File: src/rational_arithmetic_unit_defines.svh
// assertion macros for the rational arithmetic unit
`ifndef RATIONAL_ARITHMETIC_UNIT_DEFINES_SVH
`define RATIONAL_ARITHMETIC_UNIT_DEFINES_SVH
`ifndef SYNTHESIS
`define RAU_ASSERT(lbl, prop) lbl: assert property (@(posedge aclk) disable iff (!aresetn) \
    prop) else $error("%m: assertion failed");
`define RAU_ASSERT_NEXT(lbl, ante, cons) lbl: assert property (@(posedge aclk) \
    disable iff (!aresetn) (ante) |=> (cons)) else $error("%m: assertion failed");
`else
`define RAU_ASSERT(lbl, prop)
`define RAU_ASSERT_NEXT(lbl, ante, cons)
`endif
`endif

File: src/rau_pkg.sv
// shared types and constants of the rational arithmetic unit
`default_nettype none
package rau_pkg;
    localparam int VALUE_BITS_DEF = 32;
    localparam int ACTION_BITS    = 4;
    localparam int OPER_BITS      = 32;
    localparam int NUM_BITS       = 32;
    localparam int DEN_BITS       = 31;

    localparam logic [ACTION_BITS-1:0] ACT_ADD = 4'd0;
    localparam logic [ACTION_BITS-1:0] ACT_SUB = 4'd1;
    localparam logic [ACTION_BITS-1:0] ACT_MUL = 4'd2;
    localparam logic [ACTION_BITS-1:0] ACT_DIV = 4'd3;
    localparam logic [ACTION_BITS-1:0] ACT_EQ  = 4'd4;
    localparam logic [ACTION_BITS-1:0] ACT_LT  = 4'd5;
    localparam logic [ACTION_BITS-1:0] ACT_LE  = 4'd6;
    localparam logic [ACTION_BITS-1:0] ACT_GT  = 4'd7;
    localparam logic [ACTION_BITS-1:0] ACT_GE  = 4'd8;

    typedef enum logic [3:0] {
        ST_IDLE,
        ST_CHECK,
        ST_MUL0,
        ST_MUL1,
        ST_MUL2,
        ST_MUL3,
        ST_COMBINE,
        ST_GCD,
        ST_DIV_START,
        ST_DIV_WAIT,
        ST_DONE
    } state_t;

    typedef struct packed {
        logic busy;
        logic done;
    } div_status_t;
endpackage
`default_nettype wire

File: src/rau_mul.sv
// registered unsigned multiplier shared by all products
`default_nettype none
module rau_mul #(
    parameter int WIDTH = rau_pkg::VALUE_BITS_DEF
) (
    input  wire logic               aclk,
    input  wire logic [WIDTH-1:0]   a,
    input  wire logic [WIDTH-1:0]   b,
    output logic      [2*WIDTH-1:0] prod
);
    logic [2*WIDTH-1:0] prod_reg;
    logic [2*WIDTH-1:0] prod_next;

    assign prod_next = (2*WIDTH)'(a) * (2*WIDTH)'(b);

    always_ff @(posedge aclk) begin
        prod_reg <= prod_next;
    end

    assign prod = prod_reg;
endmodule
`default_nettype wire

File: config.mk
export PLATFORM = sky130hd
export DESIGN_NAME = rau_mul
export DESIGN_NICKNAME = d
export VERILOG_FILES = /design/src/rational_arithmetic_unit_defines.svh /design/src/rau_pkg.sv /design/src/rau_mul.sv
export SDC_FILE = /design/constraint.sdc
export NUM_CORES = 2
export LEC_CHECK = 0
export BUFFER_PORTS_ARGS = -buffer_cell sky130_fd_sc_hd__buf_2
export CAP_MARGIN = 10
export CORE_MARGIN = 2
export CORE_UTILIZATION = 40
export CTS_CLUSTER_DIAMETER = 80
export DETAILED_ROUTE_END_ITERATION = 16
export PLACE_DENSITY = 0.6
export RECOVER_POWER = 50
export SLEW_MARGIN = 20
export SYNTH_ARGS = -nofsm -noshare
export SYNTH_HDL_FRONTEND = slang
export SYNTH_SLANG_ARGS = --single-unit
export TNS_END_PERCENT = 20
File: constraint.sdc
create_clock -name aclk -period 10.7 [get_ports aclk]
set_input_delay 1.605 -clock aclk [delete_from_list [all_inputs] [get_ports aclk]]
set_output_delay 1.605 -clock aclk [all_outputs]
set_load 0.1 [all_outputs]
==> flow_summary.toml <==
[die]
die_area_mm2 = 0.0889
core_mm2 = 0.0854
ioPinCount = 129
rows = 107
die_x_um = 298
die_y_um = 298
initial_core_util = 0.405

[clocking]
htreeDepth = 3
clkSinkCount = 64
numCtsBuffers = 9
cts_resized = 0
cts.path.max_buffers = 2
cts_tree = "yes"
ctsHoldBuffers = 0
clk_pin_slew_worst_paths_ns = 0.06
cts_setup_buffers = 0
root_buffer = "clkbuf_16"

[drt]
dr.max_layer_used = "met5"
vias = 24300
dr.pass1.iters = 6
wl_met1_mm = 36.3
first_iter_violations = 1217
wl_mm = 93.7
wl_met2_mm = 49.2
viasPerCell = 5.02
route.met3.wl_mm = 3.64
wire_per_inst_um = 19.4
ant_nets = 0
drc = 0

[sta]
worst_pin_slew_ns = 1.73
finalMaxSlewViolations = 33
rsz0062_at_grt = "false"
relSlewSlack = -0.153
setup-tns-final_ns = 0
final_hold_viol_count = 0
finalSetupViolations = 0
max_freq_ghz = 0.105
period_share = 0.892
fin_crit_ns = 9.55

[critical_path]
critPathRequiredTime_ns = 10.98
cp.arrival_ns = 9.83
cp-start-kind = "input pin"
worst-setup-path-type = "input pin to flop"
cp-end-kind = "flop"
path_max_fanout = 32

[global_route]
grt.overflow.total = 0
first_global_vias = 26700
antenna_found_initial = 3
grt_pass1_wl_mm = 151
grtUsageTotal = 0.220
grt_max_degree = 33

[finish]
drive_gt1_frac = 0.0277
multi_input_area_mm2 = 0.0292
instances_no_fill = 4830
finalNetCount = 4904
syn_to_final_growth_pct = 4.34
fillers = 8618
largest_reg_flops = 64
register_area_mm2 = 0.00128

[synthesis]
synth_nets = 4982
synth_top_family_by_area = "adder cells"
yosys_warnings = 0
muxShareOfSynthArea = 0.000289
avgSynthCellArea_um2 = 9.21
synthDistinctLibCells = 56
syn_inst = 3758
synth_edf_count = 0
synth_ff_type = "dfxtp_1"
synth-simple-area-share = 0.177
yosysSeqAreaShare = 0.0370
ys_ff_latch = 64
async_flop_share = 0
synth_compound_area_frac = 0.0392
synth_fa_ha_area_frac = 0.613
synth_xor_area_frac = 0.0149
synthesis.area_mm2 = 0.0346

[run]
cap_viol_max_count = 1

[min_path]
worstHoldPathType = "input pin to flop"
min_from = "b[0]"
hold_end = "prod[0]"
hold_path_depth = 2

[place]
place.gp.congestion = 0.884
numPortBuffers = 128
dp_cells = 4813
place_hpwl_mm = 76.9

[run_status]
status = "finished, violations left"
violations = "max-capacitance violations, max-slew violations"
## cell usage in the layout (no fill, tap or decap), types with 24 or more instances in the layout
master    instances
ha_1            263
xor2_1           26
fa_1            896
a21oi_1          68
nand2_1         478
a21o_1           37
dfxtp_1          64
xnor2_1          33
inv_1           863
o21ai_0          28
and2_1          602
nand4_1          24
clkbuf_1         63
buf_2            65
## logic make-up (layout without fill, tap and decap cells)
| family | after synthesis | after routing |
|---|---|---|
| AOI/OAI and AO/OA | 205 | 205 |
| xor gates and xnor gates | 59 | 59 |
| adders and majority gates | 1159 | 1159 |
| buffers and inverters | 1090 | 1017 |
| DFF | 64 | 64 |
| muxes | 1 | 1 |
| other | 0 | 1 |
| and+or+nand+nor | 1180 | 1180 |
## cell usage after synthesis, drive strengths merged, types with 24 or more instances
master / number / area share
inv: 863 / 0.094
clkbuf: 216 / 0.023
nand2: 478 / 0.052
xnor2: 33 / 0.0083
nand4: 24 / 0.0043
a21o: 37 / 0.0080
o21ai: 30 / 0.0043
ha: 263 / 0.095
a21oi: 70 / 0.010
and2: 603 / 0.11
xor2: 26 / 0.0066
dfxtp: 64 / 0.037
fa: 896 / 0.52
## critical path, stage by stage
cell and delay, ns:
clkbuf_1 1.21, nand2_1 0.18, fa_1 0.56, fa_1 0.50, inv_1 0.05, fa_1 0.49
fa_1 0.44, fa_1 0.45, fa_1 0.44, fa_1 0.55, inv_1 0.06, fa_1 0.47
inv_1 0.04, ha_1 0.41, nand4_1 0.23, or4_1 0.46, or3_1 0.37, a31oi_1 0.55
a31o_2 0.31, a211oi_1 0.11, o21ai_1 0.17, xor2_1 0.15
## metal layers
layer | GRT usage | up-vias
met4 | 0.0930 | 6
li1 | - | 10700
met2 | 0.396 | 599
met5 | 0 | -
met1 | 0.265 | 12700
met3 | 0.0260 | 191
## how the worst max path moves through the flow
stage,endpoint,from,cells past startpoint
CTS,prod[62],a[24],24
finish,prod[62],a[0],22
global placement,prod[62],a[27],22
global route,prod[62],a[0],22
detailed placement,prod[62],a[24],24
floorplan,prod[62],a[25],25
## through the flow
step	hold WS [ns]	util	setup slack (ns)	cell area, µm²
finish	1.95	0.423	1.15	36100
floorplan	1.73	-	2.35	34600
global placement	2.16	0.420	1.30	35900
detailed placement	2.16	0.420	1.22	35900
CTS	1.92	0.424	1.60	36200
global route	1.95	0.423	0.983	36100
## cell type report
cell class	count	share of cell area
clock inverters	7	0.00197
diodes	1	0.0000693
multi-input cells	2604	0.809
flip-flops and latches	64	0.0355
clock buffers	9	0.00623
well taps	1144	0.0396
inverters	863	0.0897
repair buffers	138	0.0176
Power is left out: the tool's default activity adds up to more than one toggle a clock period on the data nets, which glitch-free logic cannot reach.
