`src/rational_arithmetic_unit_defines.svh`:
```
// assertion macros for the rational arithmetic unit
`ifndef RATIONAL_ARITHMETIC_UNIT_DEFINES_SVH
`define RATIONAL_ARITHMETIC_UNIT_DEFINES_SVH
`ifndef SYNTHESIS
`define RAU_ASSERT(lbl, prop) lbl: assert property (@(posedge aclk) disable iff (!aresetn) \
    prop) else $error("%m: assertion failed");
`define RAU_ASSERT_NEXT(lbl, ante, cons) lbl: assert property (@(posedge aclk) \
    disable iff (!aresetn) (ante) |=> (cons)) else $error("%m: assertion failed");
`else
`define RAU_ASSERT(lbl, prop)
`define RAU_ASSERT_NEXT(lbl, ante, cons)
`endif
`endif

```
`src/rau_pkg.sv`:
```
// shared types and constants of the rational arithmetic unit
`default_nettype none
package rau_pkg;
    localparam int VALUE_BITS_DEF = 32;
    localparam int ACTION_BITS    = 4;
    localparam int OPER_BITS      = 32;
    localparam int NUM_BITS       = 32;
    localparam int DEN_BITS       = 31;

    localparam logic [ACTION_BITS-1:0] ACT_ADD = 4'd0;
    localparam logic [ACTION_BITS-1:0] ACT_SUB = 4'd1;
    localparam logic [ACTION_BITS-1:0] ACT_MUL = 4'd2;
    localparam logic [ACTION_BITS-1:0] ACT_DIV = 4'd3;
    localparam logic [ACTION_BITS-1:0] ACT_EQ  = 4'd4;
    localparam logic [ACTION_BITS-1:0] ACT_LT  = 4'd5;
    localparam logic [ACTION_BITS-1:0] ACT_LE  = 4'd6;
    localparam logic [ACTION_BITS-1:0] ACT_GT  = 4'd7;
    localparam logic [ACTION_BITS-1:0] ACT_GE  = 4'd8;

    typedef enum logic [3:0] {
        ST_IDLE,
        ST_CHECK,
        ST_MUL0,
        ST_MUL1,
        ST_MUL2,
        ST_MUL3,
        ST_COMBINE,
        ST_GCD,
        ST_DIV_START,
        ST_DIV_WAIT,
        ST_DONE
    } state_t;

    typedef struct packed {
        logic busy;
        logic done;
    } div_status_t;
endpackage
`default_nettype wire

```
`src/rau_div.sv`:
```
// iterative restoring divider, one quotient bit per cycle
`default_nettype none
module rau_div #(
    parameter int WIDTH = 2 * rau_pkg::VALUE_BITS_DEF
) (
    input  wire logic                 aclk,
    input  wire logic                 aresetn,
    input  wire logic                 start,
    input  wire logic [WIDTH-1:0]     dividend,
    input  wire logic [WIDTH-1:0]     divisor,
    output logic      [WIDTH-1:0]     quotient,
    output rau_pkg::div_status_t      status
);
    localparam int CW = $clog2(WIDTH);

    logic             busy_reg, busy_next;
    logic             done_reg, done_next;
    logic [CW-1:0]    cnt_reg, cnt_next;
    logic [WIDTH-1:0] rem_reg, rem_next;
    logic [WIDTH-1:0] quo_reg, quo_next;
    logic [WIDTH-1:0] dvs_reg, dvs_next;
    logic [WIDTH:0]   trial;
    logic [WIDTH:0]   diff;
    logic             ge;

    assign trial = {rem_reg, quo_reg[WIDTH-1]};
    assign diff  = trial - {1'b0, dvs_reg};
    assign ge    = !diff[WIDTH];

    always_comb begin
        busy_next = busy_reg;
        done_next = 1'b0;
        cnt_next  = cnt_reg;
        rem_next  = rem_reg;
        quo_next  = quo_reg;
        dvs_next  = dvs_reg;
        if (start) begin
            busy_next = 1'b1;
            cnt_next  = '0;
            rem_next  = '0;
            quo_next  = dividend;
            dvs_next  = divisor;
        end else if (busy_reg) begin
            rem_next = ge ? diff[WIDTH-1:0] : trial[WIDTH-1:0];
            quo_next = {quo_reg[WIDTH-2:0], ge};
            cnt_next = cnt_reg + 1'b1;
            if (cnt_reg == CW'(WIDTH - 1)) begin
                busy_next = 1'b0;
                done_next = 1'b1;
            end
        end
    end

    always_ff @(posedge aclk) begin
        if (!aresetn) begin
            busy_reg <= 1'b0;
            done_reg <= 1'b0;
            cnt_reg  <= '0;
        end else begin
            busy_reg <= busy_next;
            done_reg <= done_next;
            cnt_reg  <= cnt_next;
        end
        rem_reg <= rem_next;
        quo_reg <= quo_next;
        dvs_reg <= dvs_next;
    end

    assign quotient    = quo_reg;
    assign status.busy = busy_reg;
    assign status.done = done_reg;
endmodule
`default_nettype wire

```
`config.mk`:
```
export PLATFORM = sky130hd
export DESIGN_NAME = rau_div
export DESIGN_NICKNAME = d
export VERILOG_FILES = /design/src/rational_arithmetic_unit_defines.svh /design/src/rau_pkg.sv /design/src/rau_div.sv
export SDC_FILE = /design/constraint.sdc
export NUM_CORES = 1
export LEC_CHECK = 0
export ABC_AREA = 1
export BUFFER_PORTS_ARGS = -buffer_cell sky130_fd_sc_hd__buf_4
export CORE_MARGIN = 10
export CORE_UTILIZATION = 30
export CTS_BUF_LIST = sky130_fd_sc_hd__clkbuf_4 sky130_fd_sc_hd__clkbuf_8
export CTS_CLUSTER_SIZE = 30
export DETAILED_ROUTE_END_ITERATION = 10
export PLACE_DENSITY_LB_ADDON = 0.05
export RECOVER_POWER = 25
export REMOVE_ABC_BUFFERS = 1
export SETUP_SLACK_MARGIN = 0.4
export SLEW_MARGIN = 20
export SYNTH_ARGS = -nofsm -noshare
export SYNTH_HDL_FRONTEND = slang
export SYNTH_SLANG_ARGS = --single-unit
```
`constraint.sdc`:
```
create_clock -name aclk -period 3 [get_ports aclk]
set_input_delay 0.15 -clock aclk [delete_from_list [all_inputs] [get_ports aclk]]
set_output_delay 0.15 -clock aclk [all_outputs]
set_load 0.01 [all_outputs]
```
==> reports/results.txt <==
Top Metal Used: met4
Mapped cell area: 14,600 um2
Synth area leader: nand2_1
Arr. time, crit path: 2850 ps
Root Driver: clkbuf_8
Cell Rows: 80
Ports: 197
Largest net degree at the start of global routing: 90
Drt total wl: 53,200 um
DR pass1 iterations: 5
Final #Nets: 2,857
DIE AREA: 57,800 um2
Starting density of the core: 30.5%
Max Slew Vio Count: 35
Leakage: 10.6 nW
Netlist cell types: 39
Crit. Startpoint: dvs_reg[59]
PD cells: 315 nW/um2
Reg-to-reg critical path startpoint: dvs_reg[59]
WS Path Type: reg2reg
Worst hold-check path type: in2reg
Synth top area cells: nand2_1, edfxtp_1, inv_1
Die Wd: 240 um
RD Place Congestion: 0.939
Ratio of cells with drive above 1 in the final layout: 18.9%
Vias: 14,500
DP HPWL: 39,500 um
Worst EP required: 3290 ps
Core area: 47,800 um2
Max VDD drop: 253 uV
Crit Path Max Fanout: 7
Drt initial violations: 927
Fin. Hold Viols: 0
Hold depth: 2
Chip height: 240 um
Status: finished with violations
Register-to-register setup slack: 440 ps
GRT Total Usage: 17.8%
Dominant synthesized flop cell: edfxtp_1
Syn_area_per_cell: 6.36 um2
Clk slew on worst S/H paths: 140 ps
Worst-Skew Late Latency: 590 ps
Initial antenna violation count: 1
Max-cap check violation count: 1
I/O Buffers: 196
DR DRC count: 0
Tot Pwr: 6.24 mW
Clock Sinks: 200
Antenna-violating nets left: 0
Post-synth ARST share: 0%
Final setup fails: 0
Failing checks: max-capacitance violations, max-slew violations
Met1 WL: 26,000 um
EDFF count, synth: 128
Number of vias per cell: 4.41
GRT overflow: 0
Yosys top cell area share: 26.8%
Sequential share of the synthesized area: 36.3%
Met2 Wirelength: 23,200 um
Detailed-routed wire length on met3: 2830 um
Least-Margin Pin Slew: 1970 ps
Count leader, synth: nand2_1
Filler instances: 5,193
Register bit total from synthesis: 200
Period minus WS final: 2560 ps
Relative slew slack: -31.5%
Most frequent cells after synthesis: nand2_1, inv_1, edfxtp_1, nand3_1, nor2_1
Maximum clock rate: 391 MHz
Crit share post-route: 85.3%
CTS tree: done
H-tree Lvls: 4
Finished Core Util: 41.4%
First-pass GRT wire length: 79,900 um
Vias in the first global route: 14,400
Setup Skew: 40.0 ps
RSZ-0062 raised after global routing: true
Hold Crit Start: divisor[25]
Kind of end point of the critical path: flip-flop
Clock Path Buffers: 2
Warnings from Yosys: 0
Num CTS Buffers: 17
Reg2reg path depth: 12
Wire per inst: 16.2 um
Crit start category: flip-flop
Area Growth Syn to Fin: 36.1%
Syn Inst Count: 2,292
## layout make-up
| cell class | count | area, um2 | area share, % |
|---|---|---|---|
| multi-input combinational | 1548 | 7930 | 40.0 |
| tap | 615 | 769 | 3.88 |
| antenna | 2 | 5.00 | 0.0252 |
| clock buffer | 19 | 249 | 1.26 |
| clock inverter | 13 | 131 | 0.663 |
| sequential | 200 | 5290 | 26.7 |
| inverter | 504 | 1890 | 9.54 |
| timing repair buffer | 389 | 3570 | 18.0 |
## layer usage
layer	track usage, %	up-vias
met5	0	-
met4	6.19	0
met3	3.95	47
met2	27.6	309
met1	24.0	6568
li1	-	7570
## worst max-delay path, cell delays in order, from the launching register on
cell	delay [ps]
edfxtp_1	340
inv_1	40
ha_2	410
nand2_1	130
nor2_2	130
nand2_2	120
nor4_4	430
nand2_8	120
nand2_8	110
nand2_8	80
nand2_8	150
buf_12	170
o21ai_2	50
## cell families after synthesis
logic type | synth area share (%)
AOI/OAI and AO/OA | 2.66
and+or+nand+nor | 38.7
xor gates and xnor gates | 1.86
buffers and inverters | 14.8
DFF | 36.3
adders and majority gates | 5.72
## final timing paths
path	end
min reg2reg	rem_reg[13]
max reg2reg	quotient[0]
max	quotient[0]
min	dvs_reg[25]
## metrics by stage
stage | std cells | hold slack [ps] | TNS, ps | setup slack, ps | cell area, um2
floorplan | 2250 | 249 | -115790 | -1710 | 14300
global placement | 3088 | 329 | 0 | 268 | 16800
detailed placement | 3088 | 330 | 0 | 167 | 16800
CTS | 3265 | 33.8 | 0 | 399 | 18800
global route | 3289 | 263 | 0 | 305 | 19800
finish | 3290 | 293 | 0 | 442 | 19800
## what timing repair did
item	CTS	global route
hold buffers	135	0
gates resized for setup	16	177
gates cloned	3	13
pin swaps	5	51
hold endpoints to repair	134	0
endpoints found under the setup margin	65	65
setup buffers	7	10
## report_power, final
| part | internal, mW | leakage (nW) | switching, mW | total [mW] |
|---|---|---|---|---|
| sequential | 3.12 | 1.86 | 0.0828 | 3.20 |
| clock | 0.629 | 0.195 | 1.18 | 1.81 |
| combinational | 0.560 | 8.52 | 0.666 | 1.23 |
| total | 4.31 | 10.6 | 1.93 | 6.24 |
## cells in the final DEF (no fill, tap or decap), types with 7 or more instances in the layout
cell and n:
dfxtp_1 72, clkbuf_8 17, buf_12 7, dlygate4sd3_1 135, xor2_1 7, ha_1 36
inv_2 11, edfxtp_1 128, ha_2 12, nor2_1 90, nand2_1 972, nand2_4 11
nor2_2 11, clkbuf_4 66, nand3_1 111, nor2_4 10, nand2_8 8, nor3_1 17
xnor2_1 24, ha_4 17, inv_1 493, nand2_2 102, o21ai_0 12, clkbuf_16 9
buf_4 166, a21oi_1 45, nand3_2 24
Power figures use the tool's default switching activity.
